<file path="src/design/uiv_pkg.sv">
// Shared types and constants for the UTF-8 identifier validator.
package uiv_pkg;

   // Field widths.
   localparam int DATA_W       = 8;
   localparam int MAX_ID_W     = 16;
   localparam int COUNT_W      = 17;
   localparam int CP_W         = 21;
   localparam int STATUS_W     = 3;
   localparam int KIND_W       = 3;
   localparam int CSR_ADDR_W   = 3;
   localparam int CSR_DATA_W   = 32;
   localparam int RSP_DATA_W   = 24;

   // Default depth of the queue between the front and the back.
   localparam int QUEUE_DEPTH_DEFAULT = 4;

   // Register map, selected by address bit 2.
   localparam logic REG_MAX_ID_BYTES = 1'b0;
   localparam logic [MAX_ID_W-1:0] MAX_ID_BYTES_RESET = 16'd4096;

   // Result status codes; the recorded error uses the same codes.
   localparam logic [STATUS_W-1:0] STATUS_PROGRESS = 3'd0;
   localparam logic [STATUS_W-1:0] STATUS_ACCEPTED = 3'd1;
   localparam logic [STATUS_W-1:0] STATUS_EMPTY    = 3'd2;
   localparam logic [STATUS_W-1:0] STATUS_TOO_LONG = 3'd3;
   localparam logic [STATUS_W-1:0] STATUS_INVALID  = 3'd4;
   localparam logic [STATUS_W-1:0] STATUS_CONTROL  = 3'd5;

   // Byte classes found by the front.
   localparam logic [KIND_W-1:0] KIND_ASCII = 3'd0;
   localparam logic [KIND_W-1:0] KIND_LEAD2 = 3'd1;
   localparam logic [KIND_W-1:0] KIND_LEAD3 = 3'd2;
   localparam logic [KIND_W-1:0] KIND_LEAD4 = 3'd3;
   localparam logic [KIND_W-1:0] KIND_CONT  = 3'd4;
   localparam logic [KIND_W-1:0] KIND_BAD   = 3'd5;

   // Code point limits.
   localparam logic [COUNT_W-1:0] COUNT_MAX    = 17'h1FFFF;
   localparam logic [CP_W-1:0]    CP_MAX       = 21'h10FFFF;
   localparam logic [CP_W-1:0]    SURR_LOW     = 21'h00D800;
   localparam logic [CP_W-1:0]    SURR_HIGH    = 21'h00DFFF;
   localparam logic [CP_W-1:0]    MIN_TWO      = 21'h000080;
   localparam logic [CP_W-1:0]    MIN_THREE    = 21'h000800;
   localparam logic [CP_W-1:0]    MIN_FOUR     = 21'h010000;
   localparam logic [CP_W-1:0]    C0_HIGH      = 21'h00001F;
   localparam logic [CP_W-1:0]    C1_LOW       = 21'h00007F;
   localparam logic [CP_W-1:0]    C1_HIGH      = 21'h00009F;

   // One classified byte as it travels through the queue.
   typedef struct packed {
      logic [DATA_W-1:0] data_byte;
      logic              last_byte;
      logic              no_byte;
      logic [KIND_W-1:0] byte_kind;
   } item_type;

   // Handshake between the queue and the back.
   typedef struct packed {
      logic valid;
      logic pop;
   } queue_ctl_type;

endpackage

</file>
<file path="src/design/utf8_identifier_validator_top.sv">
// Top level of the UTF-8 identifier validator: front, queue, back and register port.

// The validator takes an identifier one byte per transfer on the req_ channel
// (req_tlast ends the identifier, req_tuser marks a transfer with no byte) and
// gives exactly one result transfer per input transfer on the rsp_ channel.
// It sustains one byte per clock cycle while the receiver keeps up: the back
// decodes a byte at a time, and that per-byte decode state loop sets the rate.
// Each accepted byte goes into the queue; when the back pops it, its result is
// registered and offered from the result register. A small queue between the
// byte classifier and the decoder, plus the result register, lets either side
// stall without stopping the other. The length limit max_id_bytes sits at byte
// address 0 of the register port and resets to 4096; write it only while idle.
module utf8_identifier_validator_top import uiv_pkg::*; #(
   parameter int QUEUE_DEPTH = QUEUE_DEPTH_DEFAULT
) (
   input  logic                  clock,
   input  logic                  reset,
   // Input channel.
   input  logic                  req_tvalid,
   output logic                  req_tready,
   input  logic [DATA_W-1:0]     req_tdata,   // [7:0] data_byte
   input  logic                  req_tlast,   // last_byte
   input  logic                  req_tuser,   // no_byte
   // Result channel.
   output logic                  rsp_tvalid,
   input  logic                  rsp_tready,
   output logic [RSP_DATA_W-1:0] rsp_tdata,   // [2:0] status, [23:3] char_value
   output logic                  rsp_tlast,   // id_done
   output logic                  rsp_tuser,   // char_done
   // Register port.
   input  logic                  csr_psel,
   input  logic                  csr_penable,
   input  logic                  csr_pwrite,
   input  logic [CSR_ADDR_W-1:0] csr_paddr,
   input  logic [CSR_DATA_W-1:0] csr_pwdata,
   output logic [CSR_DATA_W-1:0] csr_prdata,
   output logic                  csr_pready
);

   logic [MAX_ID_W-1:0] max_id_ff, max_id_in;
   logic                csr_write;
   logic                queue_full;
   logic                push;
   item_type            push_item;
   item_type            pop_item;
   logic                pop_valid;
   queue_ctl_type       queue_ctl;

   // Register port: always ready, written in the access phase.
   assign csr_pready = 1'b1;
   assign csr_write  = csr_psel & csr_penable & csr_pwrite & csr_pready;
   assign max_id_in  = (csr_write && csr_paddr[2] == REG_MAX_ID_BYTES) ?
                       csr_pwdata[MAX_ID_W-1:0] : max_id_ff;
   assign csr_prdata = (csr_paddr[2] == REG_MAX_ID_BYTES) ?
                       CSR_DATA_W'(max_id_ff) : '0;

   always_ff @(posedge clock) begin
      if (reset) begin
         max_id_ff <= MAX_ID_BYTES_RESET;
      end else begin
         max_id_ff <= max_id_in;
      end
   end

   uiv_front u_front (
      .req_tvalid (req_tvalid),
      .req_tready (req_tready),
      .req_tdata  (req_tdata),
      .req_tlast  (req_tlast),
      .req_tuser  (req_tuser),
      .queue_full (queue_full),
      .push       (push),
      .item       (push_item)
   );

   uiv_queue #(
      .DEPTH (QUEUE_DEPTH)
   ) u_queue (
      .clock     (clock),
      .reset     (reset),
      .push      (push),
      .push_item (push_item),
      .full      (queue_full),
      .pop       (queue_ctl.pop),
      .pop_valid (pop_valid),
      .pop_item  (pop_item)
   );

   uiv_back u_back (
      .clock        (clock),
      .reset        (reset),
      .item         (pop_item),
      .item_valid   (pop_valid),
      .queue_ctl    (queue_ctl),
      .max_id_bytes (max_id_ff),
      .rsp_tvalid   (rsp_tvalid),
      .rsp_tready   (rsp_tready),
      .rsp_tdata    (rsp_tdata),
      .rsp_tlast    (rsp_tlast),
      .rsp_tuser    (rsp_tuser)
   );

   // A decoded code point is never a surrogate, a control or above the range.
   assert property (@(posedge clock) disable iff (reset)
      (rsp_tvalid && rsp_tuser) |->
         (rsp_tdata[23:3] <= CP_MAX) &&
         !(rsp_tdata[23:3] >= SURR_LOW && rsp_tdata[23:3] <= SURR_HIGH) &&
         (rsp_tdata[23:3] > C0_HIGH) &&
         !(rsp_tdata[23:3] >= C1_LOW && rsp_tdata[23:3] <= C1_HIGH))
      else $error("decoded code point out of the legal set");

   // A final status is given exactly on the result that ends the identifier.
   assert property (@(posedge clock) disable iff (reset)
      rsp_tvalid |-> (rsp_tlast == (rsp_tdata[2:0] != STATUS_PROGRESS)))
      else $error("status does not match id_done");

   // No code point is reported without its flag.
   assert property (@(posedge clock) disable iff (reset)
      (rsp_tvalid && !rsp_tuser) |-> (rsp_tdata[23:3] == '0))
      else $error("code point given without char_done");

   // The back never pops an empty queue.
   assert property (@(posedge clock) disable iff (reset)
      queue_ctl.pop |-> queue_ctl.valid)
      else $error("pop from an empty queue");

endmodule

</file>
<file path="src/design/uiv_front.sv">
// Front: accepts input transfers and classifies each byte by its UTF-8 role.
module uiv_front import uiv_pkg::*; (
   input  logic              req_tvalid,
   output logic              req_tready,
   input  logic [DATA_W-1:0] req_tdata,    // data_byte
   input  logic              req_tlast,
   input  logic              req_tuser,    // no_byte
   input  logic              queue_full,
   output logic              push,
   output item_type          item
);

   logic [KIND_W-1:0] kind;

   // Classify the byte from its high-order bits.
   always_comb begin
      if (req_tdata[7] == 1'b0) begin
         kind = KIND_ASCII;
      end else if (req_tdata[7:6] == 2'b10) begin
         kind = KIND_CONT;
      end else if (req_tdata[7:5] == 3'b110) begin
         kind = KIND_LEAD2;
      end else if (req_tdata[7:4] == 4'b1110) begin
         kind = KIND_LEAD3;
      end else if (req_tdata[7:3] == 5'b11110) begin
         kind = KIND_LEAD4;
      end else begin
         kind = KIND_BAD;
      end
   end

   // Accept whenever the queue has room.
   assign req_tready = ~queue_full;
   assign push       = req_tvalid & ~queue_full;

   assign item.data_byte = req_tdata;
   assign item.last_byte = req_tlast;
   assign item.no_byte   = req_tuser;
   assign item.byte_kind = kind;

endmodule

</file>
<file path="src/design/uiv_queue.sv">
// Short queue of classified bytes between the front and the back.
module uiv_queue import uiv_pkg::*; #(
   parameter int DEPTH = QUEUE_DEPTH_DEFAULT
) (
   input  logic     clock,
   input  logic     reset,
   input  logic     push,
   input  item_type push_item,
   output logic     full,
   input  logic     pop,
   output logic     pop_valid,
   output item_type pop_item
);

   localparam int IDX_W = $clog2(DEPTH);
   localparam int CNT_W = $clog2(DEPTH + 1);

   item_type             slot_ff [DEPTH];
   logic [IDX_W-1:0]     wr_ptr_ff, wr_ptr_in;
   logic [IDX_W-1:0]     rd_ptr_ff, rd_ptr_in;
   logic [CNT_W-1:0]     count_ff,  count_in;
   logic                 do_pop;

   assign full      = (count_ff == CNT_W'(DEPTH));
   assign pop_valid = (count_ff != '0);
   assign pop_item  = slot_ff[rd_ptr_ff];
   assign do_pop    = pop & pop_valid;

   // Pointer and fill count update.
   always_comb begin
      wr_ptr_in = wr_ptr_ff;
      rd_ptr_in = rd_ptr_ff;
      if (push) begin
         wr_ptr_in = (wr_ptr_ff == IDX_W'(DEPTH - 1)) ? '0 : wr_ptr_ff + 1'b1;
      end
      if (do_pop) begin
         rd_ptr_in = (rd_ptr_ff == IDX_W'(DEPTH - 1)) ? '0 : rd_ptr_ff + 1'b1;
      end
      count_in = count_ff;
      if (push && !do_pop) begin
         count_in = count_ff + 1'b1;
      end else if (!push && do_pop) begin
         count_in = count_ff - 1'b1;
      end
   end

   always_ff @(posedge clock) begin
      if (reset) begin
         wr_ptr_ff <= '0;
         rd_ptr_ff <= '0;
         count_ff  <= '0;
      end else begin
         wr_ptr_ff <= wr_ptr_in;
         rd_ptr_ff <= rd_ptr_in;
         count_ff  <= count_in;
      end
   end

   // Storage needs no reset.
   always_ff @(posedge clock) begin
      if (push) begin
         slot_ff[wr_ptr_ff] <= push_item;
      end
   end

endmodule

</file>
<file path="src/design/uiv_back.sv">
// Back: runs the UTF-8 decode state per byte and holds the result register.
module uiv_back import uiv_pkg::*; (
   input  logic                  clock,
   input  logic                  reset,
   input  item_type              item,
   input  logic                  item_valid,
   output queue_ctl_type         queue_ctl,
   input  logic [MAX_ID_W-1:0]   max_id_bytes,
   output logic                  rsp_tvalid,
   input  logic                  rsp_tready,
   output logic [RSP_DATA_W-1:0] rsp_tdata,
   output logic                  rsp_tlast,
   output logic                  rsp_tuser
);

   logic [COUNT_W-1:0]  count_ff,  count_in;
   logic [1:0]          pend_ff,   pend_in;
   logic [2:0]          seq_ff,    seq_in;
   logic [CP_W-1:0]     part_ff,   part_in;
   logic [STATUS_W-1:0] err_ff,    err_in;

   logic                rsp_valid_ff, rsp_valid_in;
   logic [STATUS_W-1:0] status_ff,    status_in;
   logic                char_ff,      char_in;
   logic                done_ff,      done_in;
   logic [CP_W-1:0]     cp_ff,        cp_in;

   logic                pop;
   logic                check;
   logic                got;
   logic [CP_W-1:0]     value;
   logic [CP_W-1:0]     shifted;
   logic [CP_W-1:0]     minimum;
   logic [STATUS_W-1:0] final_err;
   logic [STATUS_W-1:0] status;

   // Take the next item when the result register is free or being emptied.
   assign pop           = item_valid & (~rsp_valid_ff | rsp_tready);
   assign queue_ctl.valid = item_valid;
   assign queue_ctl.pop   = pop;

   assign shifted = {part_ff[CP_W-7:0], item.data_byte[5:0]};

   // Smallest legal value for the sequence length, to reject overlong forms.
   always_comb begin
      case (seq_ff)
         3'd2:    minimum = MIN_TWO;
         3'd3:    minimum = MIN_THREE;
         default: minimum = MIN_FOUR;
      endcase
   end

   // Decode step for one item.
   always_comb begin
      count_in  = count_ff;
      pend_in   = pend_ff;
      seq_in    = seq_ff;
      part_in   = part_ff;
      err_in    = err_ff;
      check     = 1'b0;
      got       = 1'b0;
      value     = '0;
      final_err = STATUS_PROGRESS;
      status    = STATUS_PROGRESS;
      if (!item.no_byte) begin
         if (count_ff != COUNT_MAX) begin
            count_in = count_ff + 1'b1;
         end
         if (err_ff == STATUS_PROGRESS) begin
            if (pend_ff == 2'd0) begin
               case (item.byte_kind)
                  KIND_ASCII: begin
                     value = CP_W'(item.data_byte);
                     check = 1'b1;
                  end
                  KIND_LEAD2: begin
                     seq_in  = 3'd2;
                     pend_in = 2'd1;
                     part_in = CP_W'(item.data_byte[4:0]);
                  end
                  KIND_LEAD3: begin
                     seq_in  = 3'd3;
                     pend_in = 2'd2;
                     part_in = CP_W'(item.data_byte[3:0]);
                  end
                  KIND_LEAD4: begin
                     seq_in  = 3'd4;
                     pend_in = 2'd3;
                     part_in = CP_W'(item.data_byte[2:0]);
                  end
                  default: begin
                     err_in = STATUS_INVALID;
                  end
               endcase
            end else if (item.byte_kind != KIND_CONT) begin
               // A bad continuation byte is not tried again as a lead byte.
               err_in  = STATUS_INVALID;
               pend_in = 2'd0;
            end else begin
               pend_in = pend_ff - 2'd1;
               part_in = shifted;
               if (pend_ff == 2'd1) begin
                  value   = shifted;
                  seq_in  = 3'd0;
                  part_in = '0;
                  if (shifted < minimum || shifted > CP_MAX ||
                      (shifted >= SURR_LOW && shifted <= SURR_HIGH)) begin
                     err_in = STATUS_INVALID;
                  end else begin
                     check = 1'b1;
                  end
               end
            end
            // C0 and C1 control code points end decoding.
            if (check) begin
               if (value <= C0_HIGH || (value >= C1_LOW && value <= C1_HIGH)) begin
                  err_in = STATUS_CONTROL;
               end else begin
                  got = 1'b1;
               end
            end
         end
      end
      if (item.last_byte) begin
         // A sequence cut short counts as invalid unless an error came first.
         if (err_in == STATUS_PROGRESS && pend_in != 2'd0) begin
            final_err = STATUS_INVALID;
         end else begin
            final_err = err_in;
         end
         if (count_in == '0) begin
            status = STATUS_EMPTY;
         end else if (count_in > COUNT_W'(max_id_bytes)) begin
            status = STATUS_TOO_LONG;
         end else if (final_err != STATUS_PROGRESS) begin
            status = final_err;
         end else begin
            status = STATUS_ACCEPTED;
         end
         count_in = '0;
         pend_in  = 2'd0;
         seq_in   = 3'd0;
         part_in  = '0;
         err_in   = STATUS_PROGRESS;
      end
   end

   // Result register next values.
   always_comb begin
      rsp_valid_in = rsp_valid_ff;
      status_in    = status_ff;
      char_in      = char_ff;
      done_in      = done_ff;
      cp_in        = cp_ff;
      if (pop) begin
         rsp_valid_in = 1'b1;
         status_in    = status;
         char_in      = got;
         done_in      = item.last_byte;
         cp_in        = got ? value : '0;
      end else if (rsp_tready) begin
         rsp_valid_in = 1'b0;
      end
   end

   // Control state.
   always_ff @(posedge clock) begin
      if (reset) begin
         count_ff     <= '0;
         pend_ff      <= '0;
         seq_ff       <= '0;
         part_ff      <= '0;
         err_ff       <= STATUS_PROGRESS;
         rsp_valid_ff <= 1'b0;
      end else begin
         rsp_valid_ff <= rsp_valid_in;
         if (pop) begin
            count_ff <= count_in;
            pend_ff  <= pend_in;
            seq_ff   <= seq_in;
            part_ff  <= part_in;
            err_ff   <= err_in;
         end
      end
   end

   // Result payload.
   always_ff @(posedge clock) begin
      status_ff <= status_in;
      char_ff   <= char_in;
      done_ff   <= done_in;
      cp_ff     <= cp_in;
   end

   assign rsp_tvalid = rsp_valid_ff;
   assign rsp_tdata  = {cp_ff, status_ff};
   assign rsp_tlast  = done_ff;
   assign rsp_tuser  = char_ff;

endmodule

</file>
<file path="config.mk">
export PLATFORM = sky130hd
export DESIGN_NAME = utf8_identifier_validator_top
export DESIGN_NICKNAME = d
export VERILOG_FILES = /design/src/design/uiv_pkg.sv /design/src/design/utf8_identifier_validator_top.sv /design/src/design/uiv_front.sv /design/src/design/uiv_queue.sv /design/src/design/uiv_back.sv
export SDC_FILE = /design/constraint.sdc
export NUM_CORES = 1
export LEC_CHECK = 0
export BUFFER_PORTS_ARGS = -buffer_cell sky130_fd_sc_hd__buf_2
export CAP_MARGIN = 10
export CORE_MARGIN = 4
export CORE_UTILIZATION = 50
export CTS_BUF_LIST = sky130_fd_sc_hd__clkbuf_2
export CTS_CLUSTER_SIZE = 25
export DETAILED_ROUTE_END_ITERATION = 10
export GPL_ROUTABILITY_DRIVEN = 1
export PLACE_DENSITY = 0.8
export SYNTH_ARGS = -nofsm -noshare
export SYNTH_HDL_FRONTEND = slang
export SYNTH_SLANG_ARGS = --single-unit
</file>
<file path="constraint.sdc">
create_clock -name clock -period 4.97 [get_ports clock]
set_clock_uncertainty 0.05 [all_clocks]
set_input_delay 1.2425 -clock clock [delete_from_list [all_inputs] [get_ports clock]]
set_output_delay 1.2425 -clock clock [all_outputs]
set_load 0.01 [all_outputs]
</file>
==> impl_metrics.ini <==
[global_route]
use_met2 = 0.284
track_usage = 0.177
use_met1 = 0.238
grt_pass1_vias = 4999
overflow = 0
antenna_found_initial = 0
grt_max_degree = 33
grt_pass1_wl_mm = 23.5
globalRoute.busiestLayer = met2
grtUsageMet3 = 0.0446

[sta]
period_needed_ns = 4.07
max_freq_mhz = 246
slew_headroom = 0.493
worst_slew_pin_slew_ns = 0.753
setup_tns_ns = 0
rsz0062_at_grt = no
setup_ws_ns = 0.904
whs_ns = 0.419
final-hold-violation-count = 0
period_share = 0.818
setup_violations = 0
finalMaxSlewViolations = 0

[logic_synthesis]
synth_edf_count = 78
synth-async-reset-ratio = 0
synth_warnings = 0
synth_cell_types = 71
synth_seq_cells = 144
synthFlopType = edfxtp_1
syn_inst = 711
netlist_area_um2 = 7190
synth.avg_cell_area_um2 = 10.1
seq_area_frac_synth = 0.510

[pwr]
power_density_nw_per_um2 = 445
vdd_drop_max_mv = 0.308
p_leak_nw = 3.06
fin_total_pwr_mw = 3.49

[die]
fp.dieH_um = 128
die_area_um2 = 16400
core_um2 = 14000
start_util = 0.514
fp.dieW_um = 128
io_pins = 113
rows = 43

[final_layout]
final_cell_mix = edfxtp_1, nor2_1, buf_2
drive_above_1_share = 0.177
final_nets = 854
n_antenna_cell = 0
layout_commonest_cell = edfxtp_1
syn_to_final_growth_pct = 9.39
final_cells = 967

[place]
dp_slack_ns = 0.969
hpwlAfterDp_mm = 10.1
gp_congestion = 0.940
io_buffers = 77
dpl.cell_count = 935

[min_path]
whs_endpoint = max_id_ff[15]$_SDFFE_PP0P_
holdPathStages = 2
hp-class = reg2reg
min_from = max_id_ff[15]$_SDFFE_PP0P_

[clock_network]
path_clk_slew_ns = 0.21
ctsHoldBuffers = 0
cts_buffers = 17
cts_tree = yes
ctsResizeCount = 0
cts_max_level = 4
clk_latency_ns = 0.70
post_cts_buffers = 0
clockRootBuffer = clkbuf_2
clockBufferDepth = 2
cts.sinks = 144

[worst_setup_path]
path_cells = nand3_1, or4_1, o21ai_1, nor2_1, xor2_1, ha_1, a21o_1, a21oi_1, o21ai_0, a21oi_1, a211oi_1, nor3_1, o2111a_1
cp_data_arrival_time_ns = 4.56
max_stage_delay_ns = 0.65
end_kind = flip-flop
cp_data_required_time_ns = 5.47
r2r-end = u_back.status_ff[2]$_SDFFCE_PP0P_
cpMaxStageDelayCell = or4_1
critical_path.max_fanout = 11
crit_path_frequent_cell = a21oi_1
reg2reg_from = u_back.count_ff[4]$_SDFFE_PP0P_
reg2reg_depth = 13
rrSetupSlack_ns = 0.90
start_kind = flip-flop
path_class = reg2reg

[routing]
first_pass_iters = 5
first_iter_violations = 398
post-route-drc-count = 0
routed_wl_mm = 14.3
antenna_left = 0
viasPerCell = 5.50
wl_per_cell_um = 14.7
dr_total_vias = 5322

[run_status]
outcome = finished, final reports clean

[job]
maxCapViolCount = 0
-- how the worst max path moves through the flow --
stage	from	to	slack, ns	cells after the start
finish	u_back.count_ff[4]$_SDFFE_PP0P_	u_back.status_ff[2]$_SDFFCE_PP0P_	0.90	13
global route	u_back.count_ff[4]$_SDFFE_PP0P_	u_back.status_ff[1]$_SDFFCE_PN0P_	0.57	13
CTS	u_back.count_ff[4]$_SDFFE_PP0P_	u_back.status_ff[2]$_SDFFCE_PP0P_	0.96	13
detailed placement	u_back.count_ff[4]$_SDFFE_PP0P_	u_back.status_ff[0]$_SDFFCE_PP0P_	0.97	13
global placement	u_back.count_ff[4]$_SDFFE_PP0P_	u_back.status_ff[0]$_SDFFCE_PP0P_	0.99	13
floorplan	flip-flop	u_back.status_ff[0]$_SDFFCE_PP0P_	1.51	15
-- registers in the layout (all words and copies together), names as in the netlist, 3 cells and up, named ones only --
register	cells
max_id_ff	16
u_back.count_ff	17
u_back.cp_ff	21
u_back.err_ff	3
u_back.part_ff	15
u_back.seq_ff	3
u_back.status_ff	3
u_queue.count_ff	3
u_queue.slot_ff	52
-- where the power goes --
group          internal [mW]  switching (mW)  leakage, nW
Clock                  0.242           0.437        0.146
Combinational          0.471           0.787         1.64
Sequential              1.48          0.0778         1.28
Total                   2.19            1.30         3.06
-- cell usage after synthesis (6+ instances only) --
library cell / count / area (µm²)
nand2_1: 75 / 282
o21ai_0: 13 / 65.1
clkbuf_1: 28 / 105
nor3_1: 18 / 90.1
ha_1: 27 / 338
and2_1: 20 / 125
xnor2_1: 11 / 96.3
a22oi_1: 15 / 113
dfxtp_1: 66 / 1320
inv_1: 33 / 124
buf_2: 7 / 35.0
edfxtp_1: 78 / 2340
nor2_1: 77 / 289
buf_4: 18 / 135
and3_1: 10 / 62.6
mux4_2: 10 / 225
mux2i_1: 6 / 60.1
a21oi_1: 65 / 325
xor2_1: 8 / 70.1
nand3_1: 24 / 120
-- logic make-up after synthesis --
family          synth area share
compound gates             0.121
xor+xnor                  0.0232
fa+ha+maj                 0.0498
buf+inv                   0.0571
flops                      0.510
mux                       0.0517
other cells              0.00105
simple gates               0.186
-- worst max-delay path: cells and delay by family, from the launching register on --
kind	cells	cell delay, ns
xor gates and xnor gates	1	0.18
and+or+nand+nor	4	1.43
adders and majority gates	1	0.30
AOI/OAI and AO/OA	7	1.39
DFF	1	0.59
-- area by class of cell --
type,count,area [µm²]
clock buffer,18,90.1
sequential,144,3660
multi-input combinational,495,3170
fill,1236,6130
clock inverter,14,159
timing repair buffer,83,430
tap,180,225
inverter,33,124
-- routing by layer --
layer	up-vias	routed length (µm)
li1	2635	-
met3	20	825
met5	-	0
met4	0	204
met1	2516	6340
met2	151	6880
-- through the flow --
step / utilization / area [µm²]
finish: 0.562 / 7860
global route: 0.562 / 7860
CTS: 0.562 / 7860
detailed placement: 0.544 / 7610
global placement: 0.544 / 7610
floorplan: - / 7240
(Power assumes the default switching activity.)
